## config.mk

```make
export PLATFORM = sky130hd
export DESIGN_NAME = bpa_cfg_regs
export DESIGN_NICKNAME = d
export VERILOG_FILES = /design/src/sv/bpa_pkg.sv /design/src/sv/bpa_cfg_regs.sv
export SDC_FILE = /design/constraint.sdc
export NUM_CORES = 1
export LEC_CHECK = 0
export BUFFER_PORTS_ARGS = -buffer_cell sky130_fd_sc_hd__buf_2
export CORE_MARGIN = 2
export CORE_UTILIZATION = 56
export CTS_BUF_LIST = sky130_fd_sc_hd__clkbuf_4
export CTS_CLUSTER_SIZE = 12
export DETAILED_ROUTE_END_ITERATION = 7
export HOLD_SLACK_MARGIN = 0.06
export PLACE_DENSITY = 0.95
export SKIP_LAST_GASP = 1
export SYNTH_ARGS = -nofsm -noshare
export SYNTH_HDL_FRONTEND = slang
export SYNTH_SLANG_ARGS = --single-unit
export TNS_END_PERCENT = 1
```

## constraint.sdc

```tcl
create_clock -name clk -period 2.1 [get_ports clk]
set_clock_uncertainty 0.1 [all_clocks]
set_input_delay 0.315 -clock clk [delete_from_list [all_inputs] [get_ports clk]]
set_output_delay 0.315 -clock clk [all_outputs]
set_load 0.02 [all_outputs]
```

## src/sv/bpa_pkg.sv

```systemverilog
// Shared types, constants and helper functions for the bitmap pixel to ARGB converter.
// No dependencies; every other file imports this package.
package bpa_pkg;

    localparam int WORD_W      = 32;
    localparam int CHAN_W      = 8;
    localparam int SH_W        = 5;
    localparam int NUM_W       = WORD_W + CHAN_W;
    localparam int PREP_STAGES = 3;
    localparam int DIV_STAGES  = CHAN_W;
    localparam int LATENCY     = PREP_STAGES + DIV_STAGES;
    localparam int CFG_IDX_W   = 3;

    localparam logic [CHAN_W-1:0] OPAQUE_ALPHA = 8'hFF;

    localparam logic [CFG_IDX_W-1:0] REG_IS_32BIT         = 3'd0;
    localparam logic [CFG_IDX_W-1:0] REG_USE_BITFIELDS    = 3'd1;
    localparam logic [CFG_IDX_W-1:0] REG_SRC_ALPHA_VALID  = 3'd2;
    localparam logic [CFG_IDX_W-1:0] REG_RED_BITS         = 3'd3;
    localparam logic [CFG_IDX_W-1:0] REG_GREEN_BITS       = 3'd4;
    localparam logic [CFG_IDX_W-1:0] REG_BLUE_BITS        = 3'd5;
    localparam logic [CFG_IDX_W-1:0] REG_ALPHA_BITS       = 3'd6;

    localparam logic [WORD_W-1:0] RED_BITS_RST   = 32'h00FF_0000;
    localparam logic [WORD_W-1:0] GREEN_BITS_RST = 32'h0000_FF00;
    localparam logic [WORD_W-1:0] BLUE_BITS_RST  = 32'h0000_00FF;
    localparam logic [WORD_W-1:0] ALPHA_BITS_RST = 32'h0000_0000;

    typedef struct packed {
        logic              is_32bit;
        logic              use_bitfields;
        logic              source_alpha_valid;
        logic [WORD_W-1:0] red_bits;
        logic [WORD_W-1:0] green_bits;
        logic [WORD_W-1:0] blue_bits;
        logic [WORD_W-1:0] alpha_bits;
    } bpa_cfg_t;

    typedef struct packed {
        logic              sel_bitfields;
        logic [WORD_W-1:0] plain;
    } bpa_side_t;

    // Converts a one-hot word into the index of its set bit.
    function automatic logic [SH_W-1:0] onehot_to_idx(input logic [WORD_W-1:0] oh);
        logic [SH_W-1:0] idx;
        idx = '0;
        for (int i = 0; i < WORD_W; i++) begin
            if (oh[i])
            begin
                idx = idx | SH_W'(i);
            end
        end
        return idx;
    endfunction

endpackage

```

## src/sv/bpa_cfg_regs.sv

```systemverilog
// Configuration register bank of the bitmap pixel to ARGB converter.
// Depends on bpa_pkg for the register indexes, reset values and the config struct.
module bpa_cfg_regs
    import bpa_pkg::*;
(
    input  logic                 clk,
    input  logic                 rst_n,
    input  logic                 cfg_wr_en,
    input  logic [CFG_IDX_W-1:0] cfg_index,
    input  logic [WORD_W-1:0]    cfg_wdata,
    output bpa_cfg_t             cfg
);

    bpa_cfg_t cfg_reg;
    bpa_cfg_t cfg_next;

    always_comb
    begin
        cfg_next = cfg_reg;
        if (cfg_wr_en)
        begin
            unique case (cfg_index)
                REG_IS_32BIT:        cfg_next.is_32bit           = cfg_wdata[0];
                REG_USE_BITFIELDS:   cfg_next.use_bitfields      = cfg_wdata[0];
                REG_SRC_ALPHA_VALID: cfg_next.source_alpha_valid = cfg_wdata[0];
                REG_RED_BITS:        cfg_next.red_bits           = cfg_wdata;
                REG_GREEN_BITS:      cfg_next.green_bits         = cfg_wdata;
                REG_BLUE_BITS:       cfg_next.blue_bits          = cfg_wdata;
                REG_ALPHA_BITS:      cfg_next.alpha_bits         = cfg_wdata;
                default:             cfg_next = cfg_reg;
            endcase
        end
    end

    always_ff @(posedge clk or negedge rst_n)
    begin
        if (!rst_n)
        begin
            cfg_reg.is_32bit           <= 1'b1;
            cfg_reg.use_bitfields      <= 1'b0;
            cfg_reg.source_alpha_valid <= 1'b0;
            cfg_reg.red_bits           <= RED_BITS_RST;
            cfg_reg.green_bits         <= GREEN_BITS_RST;
            cfg_reg.blue_bits          <= BLUE_BITS_RST;
            cfg_reg.alpha_bits         <= ALPHA_BITS_RST;
        end
        else
        begin
            cfg_reg <= cfg_next;
        end
    end

    assign cfg = cfg_reg;

endmodule

```

-- After elaboration in Yosys (flattened, before gate mapping)
Cells that the tools add are included.
- register bits after elaboration: 131
- input port bits: 38
- output and inout port bits: 131
- word-level logic and storage cells: 21
- equality and inequality tests: 6
- reduce and logical (&&, ||, !) cells: 8
- operators by type and width (kind ; number):
    2-bit AND reduction ; 7
    3-bit equality test (second input constant) ; 3
    3-bit by 2-bit equality test with 1-bit output (second input constant) ; 2
    3-bit by 1-bit equality test with 1-bit output (second input constant) ; 1
    3-bit logical NOT ; 1

-- Longest topological paths before layout
- word-level depth: 2
- depth in mapped cells: 5
- gate-level depth less buffers: 2

-- Worst setup path before layout
No wires, ideal clock.
- path kind: input-to-reg
- start point: input cfg_wr_en
- end point: register cfg_reg, in the netlist cfg[65]
- setup time: 0.125 ns
- data arrival time: 1.309 ns
- slack: 0.566 ns
- stages on the path: 5
- buffers on the path: 3
- path through: buf_4 -> nor4bb_1 -> buf_4 -> buf_12 -> mux2_4
- longest elaborated chain between the ends: 1
- RTL lines (element ; RTL line ; text):
    from (decl) ; bpa_cfg_regs.sv:8 ; input logic cfg_wr_en,
    2-bit AND reduction (no line) ; n/a ;
    to (signal assigned) ; bpa_cfg_regs.sv:49 ; cfg_reg <= cfg_next;
    to (decl) ; bpa_cfg_regs.sv:14 ; bpa_cfg_t cfg_reg;
Every way passes these cells.
A chain may end at the register's enable or synchronous reset.

-- Final worst setup path
- start point: register cfg_reg, in the netlist cfg[74]
- end point: output cfg[74] (netlist name)
- RTL lines (element ; RTL line ; text):
    to (decl) ; bpa_cfg_regs.sv:11 ; output bpa_cfg_t cfg
No word-level cell between the ends.

==> summary.md <==
| Metric | Value |
|---|---|
| Antenna violations before repair | 0 |
| Largest net degree at the start of global routing | 66 |
| Final Max Tran Viols | 0 |
| Pre-CTS WS | 0.372 ns |
| Drt wl/cell | 18.6 um |
| Clock sink count | 131 |
| Sequential area share after synthesis | 65.1% |
| Routed WL | 11,500 um |
| CP Capture Type | output pin |
| Max FO, Critical Path | 2 |
| Outcome | finished, final reports clean |
| Finished layout cell area | 0.00672 mm^2 |
| Max incr delay on CP | 0.55 ns |
| DR vias | 3,282 |
| # diodes | 0 |
| H-tree levels | 4 |
| Synth-to-Final Area Change | 32.3% |
| Leakage | 0.00327 uW |
| I/O Buffers | 168 |
| Drt first pass iters | 4 |
| CP required | 1.68 ns |
| Hold_buf cts | 33 |
| Postcts setup bufs | 0 |
| Hold path start | cfg_index[2] |
| Synth area leaders | dfrtp_1 52%, mux2_2 22%, dfstp_2 13%, mux2_4 8.9%, buf_12 1.2% |
| Area post-placement | 0.00605 mm^2 |
| CP max-delay cell | dfstp_2 |
| Yosys reg bits | 131 |
| PD cells | 1130 mW/mm^2 |
| Crit path launch type | register |
| Global-route wire length before repair | 18,500 um |
| Maximum clock path buffer count | 2 |
| Ratio of final minimum period to clock period | 77.2% |
| Kind of critical path | register to output pin |
| Final hold violations | 0 |
| CTS tree | done |
| Worst Max-Slew Pin Slew | 0.471 ns |
| Synth top area share | 52.2% |
| Share of cells above drive strength 1 | 71.2% |
| Vias in the first global route | 3,610 |
| Hold slack | 0.201 ns |
| ANT nets after route | 0 |
| Synth unique cells | 10 |
| Synth Cell Area | 0.00508 mm^2 |
| # DRC | 0 |
| Most frequent cells in the layout | 167 x buf_2, 106 x dfrtp_1, 101 x mux2_2 |
| Synthesis Warnings | 0 |
| Unrepaired setup endpoints after global routing | no |
| Maximum clock rate | 617 MHz |
| Rows | 34 |
| Clk_lat worst skew | 0.48 ns |
| Worst Hold Class | input pin to register |
| Cts repair resizes | 0 |
| Syn_area_per_cell | 18.0 um^2 |
| Worst-path clk slew | 0.12 ns |
| Vias per inst | 5.30 |
| DIE WIDTH | 99.3 um |
| Largest register FFs | 131 |
| WP data arrival | 1.21 ns |
| Die height | 99.3 um |
| CTS Root Cell | clkbuf_4 |
| Slew Limit Headroom | 68.2% |
| Starting Density | 58.0% |
| # setup viols final | 0 |
| Commonest non-fill, non-tap cell in the layout | buf_2 |
| First DRT Iteration DRCs | 91 |
| Global route overflow | 0 |
| Post-route minimum period | 1.62 ns |
| DIE AREA | 0.00985 mm^2 |
| CTS Buf Count | 17 |
| Peak supply drop | 0.000661 V |
| CP Launch Point | cfg[74] |
| NumNets Final | 536 |
| HPWL Detailed | 7860 um |
| Setup TNS | 0 ns |
| Synthesized instance count | 283 |
| Syn nets | 321 |
| I/O Pins | 169 |
| Floorplan core area | 0.00876 mm^2 |
| Worst r2r src | cfg[62] |
| Worst-path cell chain | buf_2 |
| Max Cap Viol | 0 |
| Top delay family on crit path | flip-flops |
| Worst path buffer plus inverter count | 1 |
| Setup ws final | 0.479 ns |
| Most area-hungry cell type in the Yosys netlist | dfrtp_1 |
| RePlAce Congestion | 0.778 |
| GRT Overall Usage | 24.5% |
==> through the flow <==
stage	cells	utilization, %	total power, uW
after global placement	554	69.0	5530
after floorplan	283	-	4780
after CTS	619	76.7	7690
after global routing	619	76.7	7980
final	619	76.7	7620
after detailed placement	554	69.0	5640
==> final timing paths <==
check | endpoint | slack [ns] | depth (start not counted)
worst max-delay path | cfg[74] | 0.48 | 1
worst min-delay path | cfg[129] | 0.20 | 3
worst max register to register | cfg[62] | 1.19 | 1
worst min register to register | cfg[3] | 0.41 | 1
max in group asynchronous | cfg[114] | 0.93 | 3
min in group asynchronous | cfg[16] | 0.21 | 2
==> cell type report <==
type / count / area [um^2]
fillers: 504 / 2040
well taps: 108 / 135
repair buffers: 210 / 1270
clock inverters: 14 / 210
clock buffers: 18 / 135
multi-input cells: 138 / 1670
flip-flops and latches: 131 / 3310
==> where the power goes <==
group | total [uW] | internal [uW] | switching (uW) | leakage (uW)
logic | 2190 | 942 | 1250 | 0.00156
clock network | 1980 | 1080 | 905 | 0.000181
registers | 3450 | 3150 | 300 | 0.00153
total | 7620 | 5170 | 2450 | 0.00327
==> per-layer routing <==
metal	vias up	wire, um	global-route usage, %
met4	0	149	8.96
met5	-	0	0
met3	14	832	9.07
met2	134	6020	41.6
li1	1450	-	-
met1	1684	4540	28.6
==> cell families after synthesis <==
group / Yosys count / share of synthesized area, %
buf+inv: 14 / 2.36
flops: 131 / 65.1
mux: 131 / 31.2
simple gates: 7 / 1.28
==> synthesized netlist by cell type <==
library cell and count:
buf_12 3, buf_2 9, buf_4 2, dfrtp_1 106, dfstp_2 25, mux2_2 101, mux2_4 30, nand4b_1 3
nor4b_1 1, nor4bb_1 3
Note: power is estimated with default switching activity, not from simulation.
