===== src/sv/bpa_pkg.sv =====
// Shared types, constants and helper functions for the bitmap pixel to ARGB converter.
// No dependencies; every other file imports this package.
package bpa_pkg;

    localparam int WORD_W      = 32;
    localparam int CHAN_W      = 8;
    localparam int SH_W        = 5;
    localparam int NUM_W       = WORD_W + CHAN_W;
    localparam int PREP_STAGES = 3;
    localparam int DIV_STAGES  = CHAN_W;
    localparam int LATENCY     = PREP_STAGES + DIV_STAGES;
    localparam int CFG_IDX_W   = 3;

    localparam logic [CHAN_W-1:0] OPAQUE_ALPHA = 8'hFF;

    localparam logic [CFG_IDX_W-1:0] REG_IS_32BIT         = 3'd0;
    localparam logic [CFG_IDX_W-1:0] REG_USE_BITFIELDS    = 3'd1;
    localparam logic [CFG_IDX_W-1:0] REG_SRC_ALPHA_VALID  = 3'd2;
    localparam logic [CFG_IDX_W-1:0] REG_RED_BITS         = 3'd3;
    localparam logic [CFG_IDX_W-1:0] REG_GREEN_BITS       = 3'd4;
    localparam logic [CFG_IDX_W-1:0] REG_BLUE_BITS        = 3'd5;
    localparam logic [CFG_IDX_W-1:0] REG_ALPHA_BITS       = 3'd6;

    localparam logic [WORD_W-1:0] RED_BITS_RST   = 32'h00FF_0000;
    localparam logic [WORD_W-1:0] GREEN_BITS_RST = 32'h0000_FF00;
    localparam logic [WORD_W-1:0] BLUE_BITS_RST  = 32'h0000_00FF;
    localparam logic [WORD_W-1:0] ALPHA_BITS_RST = 32'h0000_0000;

    typedef struct packed {
        logic              is_32bit;
        logic              use_bitfields;
        logic              source_alpha_valid;
        logic [WORD_W-1:0] red_bits;
        logic [WORD_W-1:0] green_bits;
        logic [WORD_W-1:0] blue_bits;
        logic [WORD_W-1:0] alpha_bits;
    } bpa_cfg_t;

    typedef struct packed {
        logic              sel_bitfields;
        logic [WORD_W-1:0] plain;
    } bpa_side_t;

    // Converts a one-hot word into the index of its set bit.
    function automatic logic [SH_W-1:0] onehot_to_idx(input logic [WORD_W-1:0] oh);
        logic [SH_W-1:0] idx;
        idx = '0;
        for (int i = 0; i < WORD_W; i++) begin
            if (oh[i])
            begin
                idx = idx | SH_W'(i);
            end
        end
        return idx;
    endfunction

endpackage


===== src/sv/bpa_div_step.sv =====
// One registered restoring-division step that resolves a single quotient bit.
// Depends on bpa_pkg for the numerator and channel widths.
module bpa_div_step
    import bpa_pkg::*;
(
    input  logic              clk,
    input  logic              en,
    input  logic [2:0]        bit_idx,
    input  logic [NUM_W-1:0]  rem_in,
    input  logic [WORD_W-1:0] top_in,
    input  logic [CHAN_W-1:0] quot_in,
    input  logic              zero_in,
    output logic [NUM_W-1:0]  rem_out,
    output logic [WORD_W-1:0] top_out,
    output logic [CHAN_W-1:0] quot_out,
    output logic              zero_out
);

    logic [NUM_W-1:0]  divisor;
    logic [NUM_W:0]    diff;
    logic              fits;
    logic [NUM_W-1:0]  rem_next;
    logic [CHAN_W-1:0] quot_next;
    logic [NUM_W-1:0]  rem_reg;
    logic [WORD_W-1:0] top_reg;
    logic [CHAN_W-1:0] quot_reg;
    logic              zero_reg;

    always_comb
    begin
        divisor   = {{(NUM_W-WORD_W){1'b0}}, top_in} << bit_idx;
        diff      = {1'b0, rem_in} - {1'b0, divisor};
        fits      = !diff[NUM_W];
        rem_next  = fits ? diff[NUM_W-1:0] : rem_in;
        quot_next = quot_in;
        if (fits)
        begin
            quot_next[bit_idx] = 1'b1;
        end
    end

    always_ff @(posedge clk)
    begin
        if (en)
        begin
            rem_reg  <= rem_next;
            top_reg  <= top_in;
            quot_reg <= quot_next;
            zero_reg <= zero_in;
        end
    end

    assign rem_out  = rem_reg;
    assign top_out  = top_reg;
    assign quot_out = quot_reg;
    assign zero_out = zero_reg;

endmodule


===== src/sv/bpa_chan_scale.sv =====
// Pipeline for one color channel: mask isolation, normalizing shift, rounding numerator
// and an eight-step division. Depends on bpa_pkg and bpa_div_step.
module bpa_chan_scale
    import bpa_pkg::*;
(
    input  logic              clk,
    input  logic              en,
    input  logic [WORD_W-1:0] pixel,
    input  logic [WORD_W-1:0] mask,
    output logic [CHAN_W-1:0] value,
    output logic              mask_zero
);

    logic [WORD_W-1:0] low_bit;
    logic [WORD_W-1:0] s1_masked_reg;
    logic [WORD_W-1:0] s1_mask_reg;
    logic [SH_W-1:0]   s1_sh_reg;
    logic              s1_zero_reg;
    logic [WORD_W-1:0] s2_val_reg;
    logic [WORD_W-1:0] s2_top_reg;
    logic              s2_zero_reg;
    logic [NUM_W-1:0]  num_next;
    logic [NUM_W-1:0]  s3_num_reg;
    logic [WORD_W-1:0] s3_top_reg;
    logic              s3_zero_reg;

    logic [NUM_W-1:0]  stage_rem  [DIV_STAGES+1];
    logic [WORD_W-1:0] stage_top  [DIV_STAGES+1];
    logic [CHAN_W-1:0] stage_quot [DIV_STAGES+1];
    logic              stage_zero [DIV_STAGES+1];

    assign low_bit = mask & (~mask + 32'd1);

    assign num_next = {s2_val_reg, {CHAN_W{1'b0}}}
                    - {{CHAN_W{1'b0}}, s2_val_reg}
                    + {{(CHAN_W+1){1'b0}}, s2_top_reg[WORD_W-1:1]};

    always_ff @(posedge clk)
    begin
        if (en)
        begin
            s1_masked_reg <= pixel & mask;
            s1_mask_reg   <= mask;
            s1_sh_reg     <= onehot_to_idx(low_bit);
            s1_zero_reg   <= (mask == '0);
            s2_val_reg    <= s1_masked_reg >> s1_sh_reg;
            s2_top_reg    <= s1_mask_reg >> s1_sh_reg;
            s2_zero_reg   <= s1_zero_reg;
            s3_num_reg    <= num_next;
            s3_top_reg    <= s2_top_reg;
            s3_zero_reg   <= s2_zero_reg;
        end
    end

    assign stage_rem[0]  = s3_num_reg;
    assign stage_top[0]  = s3_top_reg;
    assign stage_quot[0] = '0;
    assign stage_zero[0] = s3_zero_reg;

    for (genvar k = 0; k < DIV_STAGES; k++)
    begin : g_div
        bpa_div_step u_step (
            .clk      (clk),
            .en       (en),
            .bit_idx  (3'(DIV_STAGES - 1 - k)),
            .rem_in   (stage_rem[k]),
            .top_in   (stage_top[k]),
            .quot_in  (stage_quot[k]),
            .zero_in  (stage_zero[k]),
            .rem_out  (stage_rem[k+1]),
            .top_out  (stage_top[k+1]),
            .quot_out (stage_quot[k+1]),
            .zero_out (stage_zero[k+1])
        );
    end

    assign value     = stage_zero[DIV_STAGES] ? '0 : stage_quot[DIV_STAGES];
    assign mask_zero = stage_zero[DIV_STAGES];

endmodule


===== config.mk =====
export PLATFORM = sky130hd
export DESIGN_NAME = bpa_chan_scale
export DESIGN_NICKNAME = d
export VERILOG_FILES = /design/src/sv/bpa_pkg.sv /design/src/sv/bpa_div_step.sv /design/src/sv/bpa_chan_scale.sv
export SDC_FILE = /design/constraint.sdc
export NUM_CORES = 2
export LEC_CHECK = 0
export BUFFER_PORTS_ARGS = -buffer_cell sky130_fd_sc_hd__buf_2
export CORE_UTILIZATION = 64
export DETAILED_ROUTE_END_ITERATION = 10
export GPL_ROUTABILITY_DRIVEN = 1
export HOLD_SLACK_MARGIN = 0.06
export PLACE_DENSITY = 0.78
export SLEW_MARGIN = 30
export SYNTH_ARGS = -nofsm -noshare
export SYNTH_HDL_FRONTEND = slang
export SYNTH_SLANG_ARGS = --single-unit

===== constraint.sdc =====
create_clock -name clk -period 4.8 [get_ports clk]
set_input_delay 0.24 -clock clk [delete_from_list [all_inputs] [get_ports clk]]
set_output_delay 0.24 -clock clk [all_outputs]
set_load 0.1 [all_outputs]

After elaboration in Yosys (flattened, before gate mapping)
Cells that the tools add are included.
{"block": "totals", "regBits": 784, "input_bits": 66, "output_inout_bits": 9, "elab_cells": 136}
{"block": "classes", "n_addsub": 11, "n_shift": 2, "n_mux": 72, "bitwise": 3, "reduce_logical": 1}
{"op": "$mux W40", "n": 7}
{"op": "$mux W5", "n": 48}
{"op": "$and A32 B32 Y32", "n": 2}
{"op": "$shr A32 B5 Y32", "n": 2}
{"op": "$sub A40 B32 Y41", "n": 1}
{"op": "$sub A40 B33 Y41", "n": 1}
{"op": "$sub A40 B34 Y41", "n": 1}
{"op": "$sub A40 B35 Y41", "n": 1}
{"op": "$sub A40 B36 Y41", "n": 1}
{"op": "$sub A40 B37 Y41", "n": 1}
{"op": "$sub A40 B38 Y41", "n": 1}
{"op": "$sub A40 B39 Y41", "n": 1}
{"op": "$add A40 B31 Y40", "n": 1}
{"op": "$sub A40 B32 Y40", "n": 1}
{"op": "$add A32 B1 Y32 const B", "n": 1}
{"op": "$logic_not A32 Y1", "n": 1}
{"op": "$mux W4", "n": 8}
{"op": "$not A32 Y32", "n": 1}
{"op": "$mux W8", "n": 2}
{"op": "$mux W3", "n": 4}
{"op": "$mux W2", "n": 2}
{"op": "$mux W1", "n": 1}

Longest topological paths before layout
{"block": "logic_depth", "ltp_word": 65, "depth_mapped": 15, "mapped_depth_nobuf": 15}

By module
A second synthesis with hierarchy kept.
{"block": "unflattened", "hier_cells": 5904, "area_unflattened_um2": 64530.6}
{"module": "bpa_div_step (g_div[3].u_step ...)", "n_inst": 4, "cells_each": 569, "area_each_um2": 6287.3, "seq_area_each_um2": 2432.3}
{"module": "bpa_div_step (g_div[0].u_step ...)", "n_inst": 3, "cells_each": 605, "area_each_um2": 6655.1, "seq_area_each_um2": 2432.3}
{"module": "bpa_chan_scale", "n_inst": 1, "cells_each": 1239, "area_each_um2": 13260.2, "seq_area_each_um2": 6246.0}
{"module": "bpa_div_step (g_div[6].u_step)", "n_inst": 1, "cells_each": 574, "area_each_um2": 6155.9, "seq_area_each_um2": 2432.3}

Worst setup path before layout
No wires, ideal clock.
{"block": "synth_path", "kind": "reg2reg", "start": "register g_div[0].u_step.top_reg[0]", "end": "register g_div[1].u_step.rem_reg[13], data pin", "setup_ns": 0.262, "t_arrival_ns": 3.123, "required_time_ns": 4.538, "slack_ns": 1.414, "path_stages_with_launch": 12, "path_buffers": 1, "synth_period_minus_slack_ns": 3.386, "path_cell_list": "edfxtp_1 > ha_1 > fa_1 > nand2b_1 > a21o_1 > a211o_1 > o2111a_1 > o21a_1 > or3_1 > o211ai_2 > buf_4 > mux2_1"}
{"block": "synth_between", "elab_chain_cells": 2}
{"element": "from (decl)", "line": "bpa_div_step.sv:25", "source": "logic [WORD_W-1:0] top_reg;"}
{"element": "from (signal assigned)", "line": "bpa_div_step.sv:47", "source": "top_reg <= top_in;"}
{"element": "$sub A40 B38 Y41", "line": "bpa_div_step.sv:32", "source": "diff = {1'b0, rem_in} - {1'b0, divisor};"}
{"element": "$mux W40", "line": "bpa_div_step.sv:34", "source": "rem_next = fits ? diff[NUM_W-1:0] : rem_in;"}
{"element": "net g_div[1].u_step.rem_next[13]", "line": "bpa_div_step.sv:22", "source": "logic [NUM_W-1:0] rem_next;"}
{"element": "to (signal assigned)", "line": "bpa_div_step.sv:46", "source": "rem_reg <= rem_next;"}
{"element": "to (decl)", "line": "bpa_div_step.sv:24", "source": "logic [NUM_W-1:0] rem_reg;"}
The timed path passes the listed nets, and every way through them passes these cells.
A chain may end at the register's enable or synchronous reset.

Worst setup path after layout
{"block": "layout_path", "start": "register g_div[4].u_step.rem_reg[2]", "end": "register g_div[5].u_step.rem_reg[16], data pin"}
{"block": "layout_between", "elab_chain_cells": 2}
{"element": "from (decl)", "line": "bpa_div_step.sv:24"}
{"element": "from (signal assigned)", "line": "bpa_div_step.sv:46"}
{"element": "$sub A40 B34 Y41", "line": "bpa_div_step.sv:32"}
{"element": "$mux W40", "line": "bpa_div_step.sv:34"}
{"element": "net g_div[5].u_step.rem_next[16]", "line": "bpa_div_step.sv:22"}
{"element": "to (signal assigned)", "line": "bpa_div_step.sv:46"}
{"element": "to (decl)", "line": "bpa_div_step.sv:24"}
The timed path passes the listed nets, and every way through them passes these cells.

==> reports/metrics.cfg <==
[synth]
synth-edff-count=756
synth.distinct_cells=85
yosysSeqAreaShare_pct=49.60
synth_area_leaders=edfxtp_1, ha_1, a21oi_1, inv_1, nand2_1
syn-num-nets=4762
ys_ff_latch=756
synthArstFlopShare_pct=0
synth_ff_type=edfxtp_1
syn_area_sq_um=45770
syn_avg_cell_area_sq_um=10.49
yosys.area.top_type=edfxtp_1
synthCells=4363
yosys_warnings=0
yosys.area.top_type_share_pct=49.60

[worst_setup_path]
path_class=flop to flop
crit_slowest_cell=a31oi_4
cp.arrival_ps=4350
slowest_delay_ps=460
critPathMaxFanout=35
crit_required_ps=5190
cp-end-kind=flop
cp_num_buf_inv=3
critPathLaunchType=flop
crit_chain=inv_1 -> ha_1 -> inv_1 -> fa_1 -> a211oi_1 -> nor2_1 -> a211oi_1 -> o211ai_1 -> a2bb2oi_1 -> a21oi_1 -> a31oi_4 -> buf_12 -> mux2_2
critical_path.top_delay_family=compound AO/OA/AOI/OAI gates

[power]
power_density_nw_per_um2=573.6
clock_power_share_pct=22.1
finalPower_mw=29.02
ir_worst_vdd_uv=361.2
sw_frac_of_total_pct=36.42
power.leakage_nw=20.88
pwr-share-comb_pct=42.1
p_sw_mw=10.57
power_frac_seq_pct=35.9
p_int_mw=18.45

[drt]
viasPerCell=5.953
drc=0
dr_total_vias=32690
wl_per_cell_um=17.92
first_pass_iters=5
drt_iter0_drc=2323
totalWireLength_mm=98.44
drtAntennaViolNets=0

[final_layout]
fin_util_pct=71.88
area_growth_pct=10.53
finalInstanceArea_sq_um=50600
drive_gt1_share_pct=7.385
final_common_cell=edfxtp_1
fillers=4988
stdcell_count=5492
layout.cells.most_common_list=edfxtp_1, inv_1, nand2_1, a21oi_1, ha_1
fin_nets=4877
largest_reg_flops=280

[place]
dpl.cell_count=5267
place_area_sq_um=47150
io_buffers=74
place.gp.congestion=0.9429
pre_cts_slack_ps=890.6
dp_hpwl_mm=73.32

[global_route]
track_usage_pct=27.02
grt_pass1_wl_mm=158.8
antenna_found_initial=2
grt_max_degree=110
overflow=0
grt_pass1_vias=32230

[timing]
post-route-period-util_pct=82.38
maxSlewHeadroom_pct=45.59
max_freq_mhz=252.9
fin_skew_ps=23.41
grt_setup_unrepaired=false
setup_ws_ps=845.8
finalHoldViolCount=0
worstMarginPinSlew_ps=816.1
finalSetupTns_ps=0
setup_viol=0
min_period_ps=3954
timing.hold.ws_ps=131.7
slew_violations=0

[floorplanning]
coreArea_sq_um=70390
initial_core_util_pct=65.03
die_h_um=269.4
die_x_um=269.4
io_pins=75
die-area_sq_um=72600
rows=97

[cts]
root_buffer=clkbuf_16
clock_latency_ps=650
cts_buffers=84
cts.reportedPaths.clkPinSlew_ps=60
post_cts_buffers=0
htree_levels=3
numClockSinks=756
cts_max_path_buffers=3
cts_tree=built

[outcome]
status=finished, final reports clean

[worst_hold_path]
worstHoldPathType=input pin to flop

[run]
drv_cap=0

timing repair:
| item | CTS | global route |
|---|---|---|
| endpoints found under the setup margin | 0 | 0 |
| hold buffers | 65 | 0 |
| gates resized for setup | 0 | 0 |
| endpoints found under the hold margin | 68 | 0 |
cells by family after synthesis:
logic type,synth area share (%)
compound gates,16.13
flops,49.60
fa+ha+maj,9.611
xor+xnor,4.611
mux,3.461
simple gates,11.72
buf+inv,4.879
worst reg2reg max path, cell delays in order (launching register included):
cell       delay, ps
edfxtp_1         380
inv_1             70
ha_1             160
inv_1             50
fa_1             410
a211oi_1         220
nor2_1           130
a211oi_1         430
o211ai_1         210
a2bb2oi_1        330
a21oi_1          230
a31oi_4          460
buf_12           250
mux2_2           380
synthesized netlist by cell type (all sizes together) (32+ instances only):
library cell  count
edfxtp          756
inv             438
nand2           403
a21oi           366
ha              302
o21ai           296
nor2            276
a21o            170
xnor2           122
xor2            119
clkbuf          108
nor2b            69
nor3             67
and2             59
mux2i            57
nand3            55
nand2b           53
a211oi           44
mux2             40
a31oi            38
buf              38
o211ai           36
o21a             36
nand4            32
cell type report:
cell class | instances | area [sq um] | share of cell area, %
inverter | 440 | 1653 | 3.267
antenna | 2 | 5.005 | 0.009892
clock inverter | 61 | 616.8 | 1.219
sequential | 756 | 22700 | 44.87
clock buffer | 97 | 2172 | 4.293
multi-input combinational | 3021 | 20870 | 41.25
tap | 940 | 1176 | 2.325
timing repair buffer | 175 | 1401 | 2.770
power by group through the flow:
stage / clock network (mW) / registers (mW) / logic, mW
after floorplan: 0 / 10.2 / 9.43
after global placement: 0 / 10.5 / 11.7
after detailed placement: 0 / 10.5 / 12.0
after CTS: 6.52 / 10.4 / 12.1
after global routing: 6.75 / 10.6 / 13.6
final: 6.40 / 10.4 / 12.2
final timing paths:
check,to,start,slack (ps),cells after the start
worst max-delay path,g_div[5].u_step.rem_out[16],g_div[4].u_step.rem_out[2],850,13
worst min-delay path,s3_zero_reg,en,130,1
worst max register to register,g_div[5].u_step.rem_out[16],g_div[4].u_step.rem_out[2],850,13
worst min register to register,g_div[7].u_step.quot_out[3],g_div[6].u_step.quot_out[3],410,0
metal layers:
layer  vias up  share of wire, %  global-route usage (%)
li1      16100                 -                       -
met1     15350                39                   29.91
met2       909                52                   50.41
met3       337               3.9                   3.669
met4         0               5.1                   13.67
met5         -                 0                       0
Note: power is estimated with default switching activity, not from simulation.
